<file path="config.mk">
export PLATFORM = sky130hd
export DESIGN_NAME = strip_fan_triangle_expander
export DESIGN_NICKNAME = d
export VERILOG_FILES = /design/src/rtl/sfte_pkg.sv /design/src/rtl/sfte_front.sv /design/src/rtl/sfte_queue.sv /design/src/rtl/sfte_back.sv /design/src/rtl/strip_fan_triangle_expander.sv
export SDC_FILE = /design/constraint.sdc
export NUM_CORES = 1
export LEC_CHECK = 0
export ABC_AREA = 1
export BUFFER_PORTS_ARGS = -buffer_cell sky130_fd_sc_hd__clkbuf_2
export CORE_MARGIN = 5
export CORE_UTILIZATION = 50
export CTS_BUF_LIST = sky130_fd_sc_hd__clkbuf_16
export DETAILED_ROUTE_END_ITERATION = 10
export GPL_ROUTABILITY_DRIVEN = 0
export HOLD_SLACK_MARGIN = 0.08
export PLACE_DENSITY = 0.67
export SYNTH_ARGS = -nofsm -noshare
export SYNTH_HDL_FRONTEND = slang
export SYNTH_HIERARCHICAL = 1
export SYNTH_SLANG_ARGS = --single-unit
export TNS_END_PERCENT = 50
</file>
<file path="constraint.sdc">
create_clock -name clk -period 11.09 [get_ports clk]
set_input_delay 0.5545 -clock clk [delete_from_list [all_inputs] [get_ports clk]]
set_output_delay 0.5545 -clock clk [all_outputs]
set_load 0.03 [all_outputs]
</file>
<file path="src/rtl/sfte_pkg.sv">
// Shared types and codes of the strip and fan triangle expander.
`default_nettype none
package sfte_pkg;

  localparam int INDEX_LIMIT_DEFAULT = 2048;
  localparam int QUEUE_DEPTH_DEFAULT = 2;

  localparam int WORD_W   = 32;
  localparam int VCOUNT_W = 12;
  localparam int IDX_W    = 11;
  localparam int SIDX_W   = 12;
  localparam int KIND_W   = 2;

  localparam logic [VCOUNT_W-1:0] VCOUNT_RESET = 12'h800;

  localparam logic [KIND_W-1:0] KIND_TRIANGLE = 2'd0;
  localparam logic [KIND_W-1:0] KIND_END      = 2'd1;
  localparam logic [KIND_W-1:0] KIND_SHORT    = 2'd2;

  localparam logic [1:0] OP_START  = 2'd0;
  localparam logic [1:0] OP_END    = 2'd1;
  localparam logic [1:0] OP_SHORT  = 2'd2;
  localparam logic [1:0] OP_VERTEX = 2'd3;

  typedef struct packed {
    logic [1:0]        op;
    logic              fan;
    logic [WORD_W-1:0] s;
    logic [WORD_W-1:0] t;
    logic [SIDX_W-1:0] ix;
  } sfte_op_t;

endpackage
`default_nettype wire

</file>
<file path="src/rtl/sfte_front.sv">
// Front end: tracks the command stream phase and classifies words into operations.
`default_nettype none
module sfte_front #(
  parameter int INDEX_LIMIT = sfte_pkg::INDEX_LIMIT_DEFAULT
) (
  input  wire logic                          clk,
  input  wire logic                          rst_n,
  input  wire logic                          in_valid,
  output logic                               in_stall,
  input  wire logic signed [sfte_pkg::WORD_W-1:0] in_word,
  input  wire logic                          cfg_we,
  input  wire logic [sfte_pkg::VCOUNT_W-1:0] cfg_wdata,
  output logic                               push_valid,
  output sfte_pkg::sfte_op_t                 push_data,
  input  wire logic                          q_full
);

  localparam logic [1:0] PH_HEADER = 2'd0;
  localparam logic [1:0] PH_S      = 2'd1;
  localparam logic [1:0] PH_T      = 2'd2;
  localparam logic [1:0] PH_INDEX  = 2'd3;

  logic [1:0]                        phase_r, phase_nxt;
  logic [sfte_pkg::WORD_W-1:0]       left_r, left_nxt;
  logic                              drop_r, drop_nxt;
  logic [sfte_pkg::VCOUNT_W-1:0]     vcount_r, vcount_nxt;
  logic [sfte_pkg::WORD_W-1:0]       pend_s_r, pend_s_nxt;
  logic [sfte_pkg::WORD_W-1:0]       pend_t_r, pend_t_nxt;

  logic [sfte_pkg::WORD_W-1:0] w;
  logic [sfte_pkg::WORD_W-1:0] mag;
  logic                        acc;
  logic                        bad;

  assign in_stall = q_full;
  assign acc      = in_valid && !q_full;
  assign w        = sfte_pkg::WORD_W'(in_word);
  assign mag      = w[sfte_pkg::WORD_W-1] ? (sfte_pkg::WORD_W'(0) - w) : w;
  assign bad      = w[sfte_pkg::WORD_W-1]
                 || (w >= sfte_pkg::WORD_W'(vcount_r))
                 || (w >= sfte_pkg::WORD_W'(INDEX_LIMIT));

  always_comb begin
    phase_nxt  = phase_r;
    left_nxt   = left_r;
    drop_nxt   = drop_r;
    pend_s_nxt = pend_s_r;
    pend_t_nxt = pend_t_r;
    vcount_nxt = cfg_we ? cfg_wdata : vcount_r;
    push_valid = 1'b0;
    push_data.op  = sfte_pkg::OP_VERTEX;
    push_data.fan = w[sfte_pkg::WORD_W-1];
    push_data.s   = pend_s_r;
    push_data.t   = pend_t_r;
    push_data.ix  = {bad, w[sfte_pkg::IDX_W-1:0]};
    if (acc) begin
      unique case (phase_r)
        PH_HEADER: begin
          push_valid = 1'b1;
          if (w == '0) begin
            push_data.op = sfte_pkg::OP_END;
          end else begin
            left_nxt  = mag;
            phase_nxt = PH_S;
            if (mag < sfte_pkg::WORD_W'(3)) begin
              push_data.op = sfte_pkg::OP_SHORT;
              drop_nxt     = 1'b1;
            end else begin
              push_data.op = sfte_pkg::OP_START;
              drop_nxt     = 1'b0;
            end
          end
        end
        PH_S: begin
          pend_s_nxt = w;
          phase_nxt  = PH_T;
        end
        PH_T: begin
          pend_t_nxt = w;
          phase_nxt  = PH_INDEX;
        end
        PH_INDEX: begin
          push_valid = !drop_r;
          left_nxt   = left_r - sfte_pkg::WORD_W'(1);
          phase_nxt  = (left_r == sfte_pkg::WORD_W'(1)) ? PH_HEADER : PH_S;
        end
        default: begin
          phase_nxt = PH_HEADER;
        end
      endcase
    end
  end

  always_ff @(posedge clk) begin
    if (!rst_n) begin
      phase_r  <= PH_HEADER;
      left_r   <= '0;
      drop_r   <= 1'b0;
      vcount_r <= sfte_pkg::VCOUNT_RESET;
    end else begin
      phase_r  <= phase_nxt;
      left_r   <= left_nxt;
      drop_r   <= drop_nxt;
      vcount_r <= vcount_nxt;
    end
    pend_s_r <= pend_s_nxt;
    pend_t_r <= pend_t_nxt;
  end

endmodule
`default_nettype wire

</file>
<file path="src/rtl/sfte_queue.sv">
// Short operation queue between the front end and the triangle builder.
`default_nettype none
module sfte_queue #(
  parameter int DEPTH = sfte_pkg::QUEUE_DEPTH_DEFAULT
) (
  input  wire logic               clk,
  input  wire logic               rst_n,
  input  wire logic               push_valid,
  input  wire sfte_pkg::sfte_op_t push_data,
  output logic                    full,
  input  wire logic               pop_ready,
  output logic                    pop_valid,
  output sfte_pkg::sfte_op_t      pop_data
);

  localparam int PTR_W = (DEPTH > 1) ? $clog2(DEPTH) : 1;
  localparam int CNT_W = $clog2(DEPTH + 1);

  sfte_pkg::sfte_op_t mem_r [DEPTH];
  logic [PTR_W-1:0]   wr_ptr_r, wr_ptr_nxt;
  logic [PTR_W-1:0]   rd_ptr_r, rd_ptr_nxt;
  logic [CNT_W-1:0]   count_r, count_nxt;
  logic               do_push, do_pop;

  assign full      = (count_r == CNT_W'(DEPTH));
  assign pop_valid = (count_r != '0);
  assign pop_data  = mem_r[rd_ptr_r];
  assign do_push   = push_valid && !full;
  assign do_pop    = pop_ready && pop_valid;

  always_comb begin
    wr_ptr_nxt = wr_ptr_r;
    rd_ptr_nxt = rd_ptr_r;
    count_nxt  = count_r;
    if (do_push) begin
      wr_ptr_nxt = (wr_ptr_r == PTR_W'(DEPTH - 1)) ? '0 : wr_ptr_r + PTR_W'(1);
    end
    if (do_pop) begin
      rd_ptr_nxt = (rd_ptr_r == PTR_W'(DEPTH - 1)) ? '0 : rd_ptr_r + PTR_W'(1);
    end
    if (do_push && !do_pop) begin
      count_nxt = count_r + CNT_W'(1);
    end else if (do_pop && !do_push) begin
      count_nxt = count_r - CNT_W'(1);
    end
  end

  always_ff @(posedge clk) begin
    if (!rst_n) begin
      wr_ptr_r <= '0;
      rd_ptr_r <= '0;
      count_r  <= '0;
    end else begin
      wr_ptr_r <= wr_ptr_nxt;
      rd_ptr_r <= rd_ptr_nxt;
      count_r  <= count_nxt;
    end
    if (do_push) begin
      mem_r[wr_ptr_r] <= push_data;
    end
  end

endmodule
`default_nettype wire

</file>
<file path="src/rtl/sfte_back.sv">
// Triangle builder: keeps the record window and registers one result.
`default_nettype none
module sfte_back (
  input  wire logic                            clk,
  input  wire logic                            rst_n,
  input  wire logic                            op_valid,
  input  wire sfte_pkg::sfte_op_t              op_data,
  output logic                                 op_ready,
  output logic                                 out_valid,
  input  wire logic                            out_stall,
  output logic [sfte_pkg::KIND_W-1:0]          out_kind,
  output logic [sfte_pkg::WORD_W-1:0]          out_c0_s,
  output logic [sfte_pkg::WORD_W-1:0]          out_c0_t,
  output logic [sfte_pkg::IDX_W-1:0]           out_c0_index,
  output logic [sfte_pkg::WORD_W-1:0]          out_c1_s,
  output logic [sfte_pkg::WORD_W-1:0]          out_c1_t,
  output logic [sfte_pkg::IDX_W-1:0]           out_c1_index,
  output logic [sfte_pkg::WORD_W-1:0]          out_c2_s,
  output logic [sfte_pkg::WORD_W-1:0]          out_c2_t,
  output logic [sfte_pkg::IDX_W-1:0]           out_c2_index,
  output logic                                 out_bad_index
);

  localparam int W  = sfte_pkg::WORD_W;
  localparam int XW = sfte_pkg::SIDX_W;
  localparam int IW = sfte_pkg::IDX_W;

  logic          fan_r, fan_nxt;
  logic [1:0]    ord_r, ord_nxt;
  logic          odd_r, odd_nxt;
  logic          oval_r, oval_nxt;

  logic [W-1:0]  piv_s_r, piv_s_nxt, piv_t_r, piv_t_nxt;
  logic [XW-1:0] piv_x_r, piv_x_nxt;
  logic [W-1:0]  old_s_r, old_s_nxt, old_t_r, old_t_nxt;
  logic [XW-1:0] old_x_r, old_x_nxt;
  logic [W-1:0]  new_s_r, new_s_nxt, new_t_r, new_t_nxt;
  logic [XW-1:0] new_x_r, new_x_nxt;

  logic [sfte_pkg::KIND_W-1:0] kind_r, kind_nxt;
  logic [W-1:0]  c0s_r, c0s_nxt, c0t_r, c0t_nxt;
  logic [W-1:0]  c1s_r, c1s_nxt, c1t_r, c1t_nxt;
  logic [W-1:0]  c2s_r, c2s_nxt, c2t_r, c2t_nxt;
  logic [XW-1:0] c0x_r, c0x_nxt, c1x_r, c1x_nxt, c2x_r, c2x_nxt;
  logic          bad_r, bad_nxt;

  logic pop;
  logic emit;

  assign op_ready = !oval_r || !out_stall;
  assign pop      = op_valid && op_ready;

  always_comb begin
    fan_nxt   = fan_r;
    ord_nxt   = ord_r;
    odd_nxt   = odd_r;
    piv_s_nxt = piv_s_r;
    piv_t_nxt = piv_t_r;
    piv_x_nxt = piv_x_r;
    old_s_nxt = old_s_r;
    old_t_nxt = old_t_r;
    old_x_nxt = old_x_r;
    new_s_nxt = new_s_r;
    new_t_nxt = new_t_r;
    new_x_nxt = new_x_r;
    emit      = 1'b0;
    kind_nxt  = sfte_pkg::KIND_TRIANGLE;
    c0s_nxt   = '0;
    c0t_nxt   = '0;
    c0x_nxt   = '0;
    c1s_nxt   = '0;
    c1t_nxt   = '0;
    c1x_nxt   = '0;
    c2s_nxt   = '0;
    c2t_nxt   = '0;
    c2x_nxt   = '0;
    bad_nxt   = 1'b0;
    if (pop) begin
      unique case (op_data.op)
        sfte_pkg::OP_START: begin
          fan_nxt = op_data.fan;
          ord_nxt = 2'd0;
          odd_nxt = 1'b0;
        end
        sfte_pkg::OP_END: begin
          emit     = 1'b1;
          kind_nxt = sfte_pkg::KIND_END;
        end
        sfte_pkg::OP_SHORT: begin
          emit     = 1'b1;
          kind_nxt = sfte_pkg::KIND_SHORT;
        end
        sfte_pkg::OP_VERTEX: begin
          case (ord_r)
            2'd0: begin
              if (fan_r) begin
                piv_s_nxt = op_data.s;
                piv_t_nxt = op_data.t;
                piv_x_nxt = op_data.ix;
              end else begin
                old_s_nxt = op_data.s;
                old_t_nxt = op_data.t;
                old_x_nxt = op_data.ix;
              end
              ord_nxt = 2'd1;
            end
            2'd1: begin
              new_s_nxt = op_data.s;
              new_t_nxt = op_data.t;
              new_x_nxt = op_data.ix;
              ord_nxt   = 2'd2;
            end
            default: begin
              emit = 1'b1;
              if (fan_r) begin
                c0s_nxt = piv_s_r;
                c0t_nxt = piv_t_r;
                c0x_nxt = piv_x_r;
                c1s_nxt = new_s_r;
                c1t_nxt = new_t_r;
                c1x_nxt = new_x_r;
              end else if (odd_r) begin
                c0s_nxt = new_s_r;
                c0t_nxt = new_t_r;
                c0x_nxt = new_x_r;
                c1s_nxt = old_s_r;
                c1t_nxt = old_t_r;
                c1x_nxt = old_x_r;
              end else begin
                c0s_nxt = old_s_r;
                c0t_nxt = old_t_r;
                c0x_nxt = old_x_r;
                c1s_nxt = new_s_r;
                c1t_nxt = new_t_r;
                c1x_nxt = new_x_r;
              end
              c2s_nxt = op_data.s;
              c2t_nxt = op_data.t;
              c2x_nxt = op_data.ix;
              bad_nxt = c0x_nxt[XW-1] | c1x_nxt[XW-1] | op_data.ix[XW-1];
              if (!fan_r) begin
                old_s_nxt = new_s_r;
                old_t_nxt = new_t_r;
                old_x_nxt = new_x_r;
                odd_nxt   = !odd_r;
              end
              new_s_nxt = op_data.s;
              new_t_nxt = op_data.t;
              new_x_nxt = op_data.ix;
            end
          endcase
        end
        default: begin
          emit = 1'b0;
        end
      endcase
    end
    if (pop && emit) begin
      oval_nxt = 1'b1;
    end else if (oval_r && !out_stall) begin
      oval_nxt = 1'b0;
    end else begin
      oval_nxt = oval_r;
    end
  end

  always_ff @(posedge clk) begin
    if (!rst_n) begin
      fan_r  <= 1'b0;
      ord_r  <= 2'd0;
      odd_r  <= 1'b0;
      oval_r <= 1'b0;
    end else begin
      fan_r  <= fan_nxt;
      ord_r  <= ord_nxt;
      odd_r  <= odd_nxt;
      oval_r <= oval_nxt;
    end
    piv_s_r <= piv_s_nxt;
    piv_t_r <= piv_t_nxt;
    piv_x_r <= piv_x_nxt;
    old_s_r <= old_s_nxt;
    old_t_r <= old_t_nxt;
    old_x_r <= old_x_nxt;
    new_s_r <= new_s_nxt;
    new_t_r <= new_t_nxt;
    new_x_r <= new_x_nxt;
    if (pop && emit) begin
      kind_r <= kind_nxt;
      c0s_r  <= c0s_nxt;
      c0t_r  <= c0t_nxt;
      c0x_r  <= c0x_nxt;
      c1s_r  <= c1s_nxt;
      c1t_r  <= c1t_nxt;
      c1x_r  <= c1x_nxt;
      c2s_r  <= c2s_nxt;
      c2t_r  <= c2t_nxt;
      c2x_r  <= c2x_nxt;
      bad_r  <= bad_nxt;
    end
  end

  assign out_valid     = oval_r;
  assign out_kind      = kind_r;
  assign out_c0_s      = c0s_r;
  assign out_c0_t      = c0t_r;
  assign out_c0_index  = c0x_r[IW-1:0];
  assign out_c1_s      = c1s_r;
  assign out_c1_t      = c1t_r;
  assign out_c1_index  = c1x_r[IW-1:0];
  assign out_c2_s      = c2s_r;
  assign out_c2_t      = c2t_r;
  assign out_c2_index  = c2x_r[IW-1:0];
  assign out_bad_index = bad_r;

endmodule
`default_nettype wire

</file>
<file path="src/rtl/strip_fan_triangle_expander.sv">
// Top level of the strip and fan to triangle list expander.
// Takes one 32-bit command word per cycle while in_stall is low and gives at most one result
// per word: a triangle, an end-of-list marker or a short-run marker. The front end follows the
// header, s, t and index phases and pushes one operation per header word and per index word of
// a non-short run into a small queue (QUEUE_DEPTH entries); the builder pops one operation per
// cycle unless out_stall holds its result register, and registers the result. While out_stall
// is low the sustained rate is one word per cycle. Input stall rises only when the queue is
// full, which happens only after the result register has been stalled. vertex_count is written
// through cfg_we/cfg_wdata and resets to 2048.
`default_nettype none
module strip_fan_triangle_expander #(
  parameter int INDEX_LIMIT = sfte_pkg::INDEX_LIMIT_DEFAULT,
  parameter int QUEUE_DEPTH = sfte_pkg::QUEUE_DEPTH_DEFAULT
) (
  input  wire logic                                 clk,
  input  wire logic                                 rst_n,
  input  wire logic                                 in_valid,
  output logic                                      in_stall,
  input  wire logic signed [sfte_pkg::WORD_W-1:0]   in_word,
  input  wire logic                                 cfg_we,
  input  wire logic [sfte_pkg::VCOUNT_W-1:0]        cfg_wdata,
  output logic                                      out_valid,
  input  wire logic                                 out_stall,
  output logic [sfte_pkg::KIND_W-1:0]               out_kind,
  output logic [sfte_pkg::WORD_W-1:0]               out_c0_s,
  output logic [sfte_pkg::WORD_W-1:0]               out_c0_t,
  output logic [sfte_pkg::IDX_W-1:0]                out_c0_index,
  output logic [sfte_pkg::WORD_W-1:0]               out_c1_s,
  output logic [sfte_pkg::WORD_W-1:0]               out_c1_t,
  output logic [sfte_pkg::IDX_W-1:0]                out_c1_index,
  output logic [sfte_pkg::WORD_W-1:0]               out_c2_s,
  output logic [sfte_pkg::WORD_W-1:0]               out_c2_t,
  output logic [sfte_pkg::IDX_W-1:0]                out_c2_index,
  output logic                                      out_bad_index
);

  logic               push_valid;
  sfte_pkg::sfte_op_t push_data;
  logic               q_full;
  logic               op_valid;
  logic               op_ready;
  sfte_pkg::sfte_op_t op_data;

  sfte_front #(
    .INDEX_LIMIT (INDEX_LIMIT)
  ) u_front (
    .clk        (clk),
    .rst_n      (rst_n),
    .in_valid   (in_valid),
    .in_stall   (in_stall),
    .in_word    (in_word),
    .cfg_we     (cfg_we),
    .cfg_wdata  (cfg_wdata),
    .push_valid (push_valid),
    .push_data  (push_data),
    .q_full     (q_full)
  );

  sfte_queue #(
    .DEPTH (QUEUE_DEPTH)
  ) u_queue (
    .clk        (clk),
    .rst_n      (rst_n),
    .push_valid (push_valid),
    .push_data  (push_data),
    .full       (q_full),
    .pop_ready  (op_ready),
    .pop_valid  (op_valid),
    .pop_data   (op_data)
  );

  sfte_back u_back (
    .clk           (clk),
    .rst_n         (rst_n),
    .op_valid      (op_valid),
    .op_data       (op_data),
    .op_ready      (op_ready),
    .out_valid     (out_valid),
    .out_stall     (out_stall),
    .out_kind      (out_kind),
    .out_c0_s      (out_c0_s),
    .out_c0_t      (out_c0_t),
    .out_c0_index  (out_c0_index),
    .out_c1_s      (out_c1_s),
    .out_c1_t      (out_c1_t),
    .out_c1_index  (out_c1_index),
    .out_c2_s      (out_c2_s),
    .out_c2_t      (out_c2_t),
    .out_c2_index  (out_c2_index),
    .out_bad_index (out_bad_index)
  );

endmodule
`default_nettype wire

</file>
-- After elaboration in Yosys (flattened, before gate mapping)
Memory sizes are Yosys's and may differ from the RTL's. A register that Yosys moved wholly into a read port is not among the register bits.
Cells that the tools add are included.
- register bits: 576
- RAM bits: 158
- input bits: 49
- output and inout port bits: 230
- logic and storage cells: 163
- memories: 1
- add/sub/neg operators: 6
- magnitude comparators: 3
- eq/ne operators: 13
- mux-type cells: 59
- bitwise operators: 8
- reduce and logical (&&, ||, !) cells: 40
- memories (name ; words ; width ; read ports ; clocked after Yosys merged registers in ; write ports ; RTL line ; source):
    u_queue.mem_r ; 2 ; 79 ; 1 ; 1 ; 1 ; sfte_queue.sv:19 ; sfte_pkg::sfte_op_t mem_r [DEPTH];
- operator list (cell ; number):
    $mux 32 ; 14
    $pmux 32 s2 ; 3
    $mux 12 ; 12
    $eq 32x1->1 const B ; 1
    $ge 32x12->1 ; 1
    $ge 32x12->1 const B ; 1
    $logic_not 32->1 ; 1
    $lt 32x2->1 const B ; 1
    $sub 1x32->32 const A ; 1
    $sub 32x1->32 const B ; 1
    $pmux 12 s2 ; 1
    $mux 1 ; 15
    $mux 2 ; 7
    $pmux 2 s2 ; 3
    $reduce_and 3->1 ; 4
    $reduce_and 4->1 ; 3
    $eq 2x2->1 const B ; 5
    $reduce_bool 2->1 ; 5
    $pmux 2 s4 ; 1
    $reduce_and 2->1 ; 4
    $logic_and 1x1->1 ; 7
    $logic_not 1->1 ; 7
    $eq 2x1->1 const B ; 3
    $logic_not 2->1 ; 3
    11 further kinds ; 25

-- Logic depth before layout (Yosys ltp)
- depth after elaboration: 9
- mapped depth: 17
- gate-level depth less buffers: 16

-- Cells and area by module
Netlist, hierarchy kept.
- modules (own cells, without submodules) (module ; instances ; cells an instance ; area each (um2) ; seq. area each (um2)):
    sfte_back ; 1 ; 1701 ; 19070.8 ; 13793.2
    sfte_front ; 1 ; 813 ; 6354.8 ; 2862.7
    sfte_queue ; 1 ; 283 ; 5977.0 ; 4844.6

-- Worst setup path before layout
Ideal clock, no wire load.
- path kind: flip-flop to flip-flop
- from: register (tool-made name)
- to: register u_back.piv_s_r[0] (enable)
- library setup time: 0.697 ns
- arrival: 8.361 ns
- data required time: 10.393 ns
- slack: 2.032 ns
- stages on the path, launching flop included: 7
- path buffers: 2
- clock period less this slack: 9.058 ns
- cells stage by stage: dfxtp_1 > buf_6 > buf_2 > mux2_2 > ha_1 > inv_1 > nor4_1
- RTL lines (item ; RTL line ; source):
    end signal: assignment ; sfte_back.sv:179 ; piv_s_r <= piv_s_nxt;
    end: declaration ; sfte_back.sv:33 ; logic [W-1:0] piv_s_r, piv_s_nxt, piv_t_r, piv_t_nxt;

==> results.sh <==
export IMPL_status="finished, final reports clean"
export IMPL_p_total_mw=9.17
export IMPL_vias_per_cell=5.26
export IMPL_path_cells="mux2_2 -> inv_1 -> ha_1 -> inv_1 -> nand2_1 -> nand3b_1 -> inv_8 -> buf_4"
export IMPL_die_w_um=261
export IMPL_synth_seq_cells=735
export IMPL_die_y_um=261
export IMPL_final_nets=3116
export IMPL_synth_nets=2871
export IMPL_drv_cap=0
export IMPL_grt_pass1_vias=20100
export IMPL_worstSetupStartpointType="flip-flop"
export IMPL_hold_path_class="primary input to flip-flop"
export IMPL_root_buffer="clkbuf_16"
export IMPL_cts_sinks=735
export IMPL_crit_cells=8
export IMPL_num_rows=91
export IMPL_drc=0
export IMPL_placed_area_um2=33300
export IMPL_cts_resized=0
export IMPL_grt_max_degree=151
export IMPL_wirelength_um=76300
export IMPL_final_cell_area_um2=35600
export IMPL_ys_async_sr_fraction=0
export IMPL_crit_path_max_fanout=150
export IMPL_irDropWorstVdd_uv=237
export IMPL_fillCellCount=5137
export IMPL_grt_usage=0.220
export IMPL_min_period_ns=4.53
export IMPL_htreeDepth=3
export IMPL_synthDistinctLibCells=49
export IMPL_cts_hold_buf=0
export IMPL_overflow=0
export IMPL_syn_avg_cell_area_um2=11.2
export IMPL_cp_num_buf_inv=4
export IMPL_muxShareOfSynthArea=0.0295
export IMPL_finalHoldViolCount=0
export IMPL_cts_buffer_depth=3
export IMPL_synth_xor_area_frac=0.00558
export IMPL_stdcell_count=3936
export IMPL_end_kind="flip-flop"
export IMPL_postCtsSetupBuffers=0
export IMPL_drive_above_1_share=0.168
export IMPL_slew_viol_final=0
export IMPL_portBuffers=278
export IMPL_max_freq_ghz=0.221
export IMPL_vias=20700
export IMPL_grt_pass1_wl_um=116000
export IMPL_placedCellCount=3801
export IMPL_synth_cell_area_um2=31400
export IMPL_crit_top_cell="inv_1"
export IMPL_power_leakage_nw=15.0
export IMPL_crit_required_ns=11.29
export IMPL_start_util=0.507
export IMPL_syn_inst=2797
export IMPL_dp_hpwl_um=50000
export IMPL_finalSetupTns_ns=0
export IMPL_synth_top_family_by_area="simple AND/OR/NAND/NOR gates"
export IMPL_cts_tree="done"
export IMPL_ant_nets=0
export IMPL_ios=279
export IMPL_yosysWarnings=6
export IMPL_worstPathArrival_ns=4.73
export IMPL_synth_simple_area_share=0.136
export IMPL_power_density_nw_per_um2=258
export IMPL_rsz0062_at_grt="no"
export IMPL_synth_edff_count=678
export IMPL_layout_common_cells="nand2_1 (703), edfxtp_1 (678), inv_1 (408), clkbuf_2 (278), nor2_1 (209)"
export IMPL_worst_clock_skew_ns=0.0216
export IMPL_hold_path_cell_count=3
export IMPL_area_growth_synth_to_final_pct=13.3
export IMPL_relSlewSlack=0.235
export IMPL_path_clk_slew_ns=0.06
export IMPL_crit_family="buffers and inverters"
export IMPL_r2r_cells=8
export IMPL_synth_flop_cell="edfxtp_1"
export IMPL_antenna_found_initial=0
export IMPL_post_drt_wl_per_cell_um=19.4
export IMPL_dr_pass1_iters=6
export IMPL_dieArea_um2=67900
export IMPL_worst_pin_slew_ns=1.15
export IMPL_cp_slowest_cell="dfxtp_4"
export IMPL_cpPeakStageDelay_ns=1.08
export IMPL_setup_viol=0
export IMPL_fin_crit_sh=0.408
export IMPL_layout_commonest_cell="nand2_1"
export IMPL_insertion_delay_ns=0.61
export IMPL_synth_fa_ha_area_frac=0.00996
export IMPL_synth_compound_area_frac=0.0611
export IMPL_core_um2=61900
export IMPL_crit_type="flip-flop to flip-flop"
export IMPL_drt_initial_drc_count=2213
export IMPL_yosysSeqAreaShare=0.685
export IMPL_cts_buffers=76
==> metrics by stage <==
step	setup WS, ns	util	hold WS (ns)
final	6.56	0.574	0.181
after global routing	6.30	0.574	0.179
after CTS	6.58	0.574	0.141
after detailed placement	6.60	0.537	0.429
after global placement	6.66	0.537	0.422
after floorplan	2.03	-	0.421
==> worst min-delay path, delay by kind of cell <==
family	cells	cell delay (ns)
buffers and inverters	1	0.07
AOI/OAI and AO/OA	2	0.11
==> final timing paths <==
check,startpoint,to,slack (ns)
setup / recovery,flip-flop,u_back/out_c2_s[11]$_SDFFCE_PP0P_,6.56
hold / removal,cfg_wdata[11],u_front/vcount_r[11]$_SDFFE_PN1P_,0.18
setup reg to reg,flip-flop,u_back/out_c2_s[11]$_SDFFCE_PP0P_,6.56
hold reg to reg,u_front/pend_t_r[10]$_DFFE_PP_,u_queue/mem_r[1][22]$_DFFE_PP_,0.43
==> layout make-up <==
cell class / instances / area (µm²) / area share
flip-flops and latches: 735 / 21500 / 0.605
multi-input cells: 1533 / 7670 / 0.216
clock buffers: 79 / 1980 / 0.0556
repair buffers: 296 / 1530 / 0.0429
inverters: 400 / 1510 / 0.0425
well taps: 837 / 1050 / 0.0294
clock inverters: 55 / 335 / 0.00943
diodes: 1 / 2.50 / 0.0000703
==> kinds of logic (layout without fill, tap and decap cells) <==
logic type / after synthesis / after routing
AOI/OAI and AO/OA: 346 / 346
other: 0 / 1
adders and majority gates: 25 / 25
buffers and inverters: 529 / 830
and+or+nand+nor: 1063 / 1063
DFF: 735 / 735
xor gates and xnor gates: 20 / 20
muxes: 79 / 79
==> report_power, final <==
group / total [mW] / switching (mW) / leakage, nW / internal (mW)
sequential: 4.11 / 0.284 / 6.75 / 3.83
combinational: 2.69 / 2.01 / 7.06 / 0.682
clock: 2.37 / 1.01 / 1.19 / 1.36
total: 9.17 / 3.31 / 15.0 / 5.86
==> registers in the layout, indices dropped and copies added (netlist names), 12 cells and up, named ones only <==
register / flops
u_back/old_s_r: 32
u_front/pend_t_r: 32
u_back/piv_t_r: 32
u_back/out_c1_t: 32
u_back/out_c2_s: 32
u_back/old_t_r: 32
u_back/out_c0_s: 32
u_back/piv_x_r: 12
u_back/piv_s_r: 32
u_back/out_c1_s: 32
u_front/left_r: 32
u_back/old_x_r: 12
u_back/new_x_r: 12
u_back/new_s_r: 32
u_back/out_c2_t: 32
u_back/out_c0_t: 32
u_queue/mem_r: 158
u_front/vcount_r: 12
u_back/new_t_r: 32
u_front/pend_s_r: 32
==> routing by layer <==
layer	global-route usage	routed length (µm)	vias up
met5	0	0	-
met4	0.0657	1730	0
met3	0.0329	6030	127
met2	0.361	36700	872
met1	0.309	31800	9882
li1	-	-	9806
==> Yosys cell counts (17+ instances only) <==
cell,instances,area share
edfxtp_1,678,0.65
o21ai_1,22,0.0035
clkbuf_1,31,0.0037
inv_1,395,0.047
mux2_2,69,0.025
a21oi_1,61,0.0097
nor2_1,214,0.026
nand2_1,703,0.084
ha_1,25,0.010
dfxtp_1,57,0.036
buf_2,46,0.0073
o21ai_0,201,0.032
buf_4,31,0.0074
nand3_1,78,0.012
buf_6,17,0.0061
nor3_1,27,0.0043
o211ai_1,38,0.0091
(Power assumes the default switching activity.)
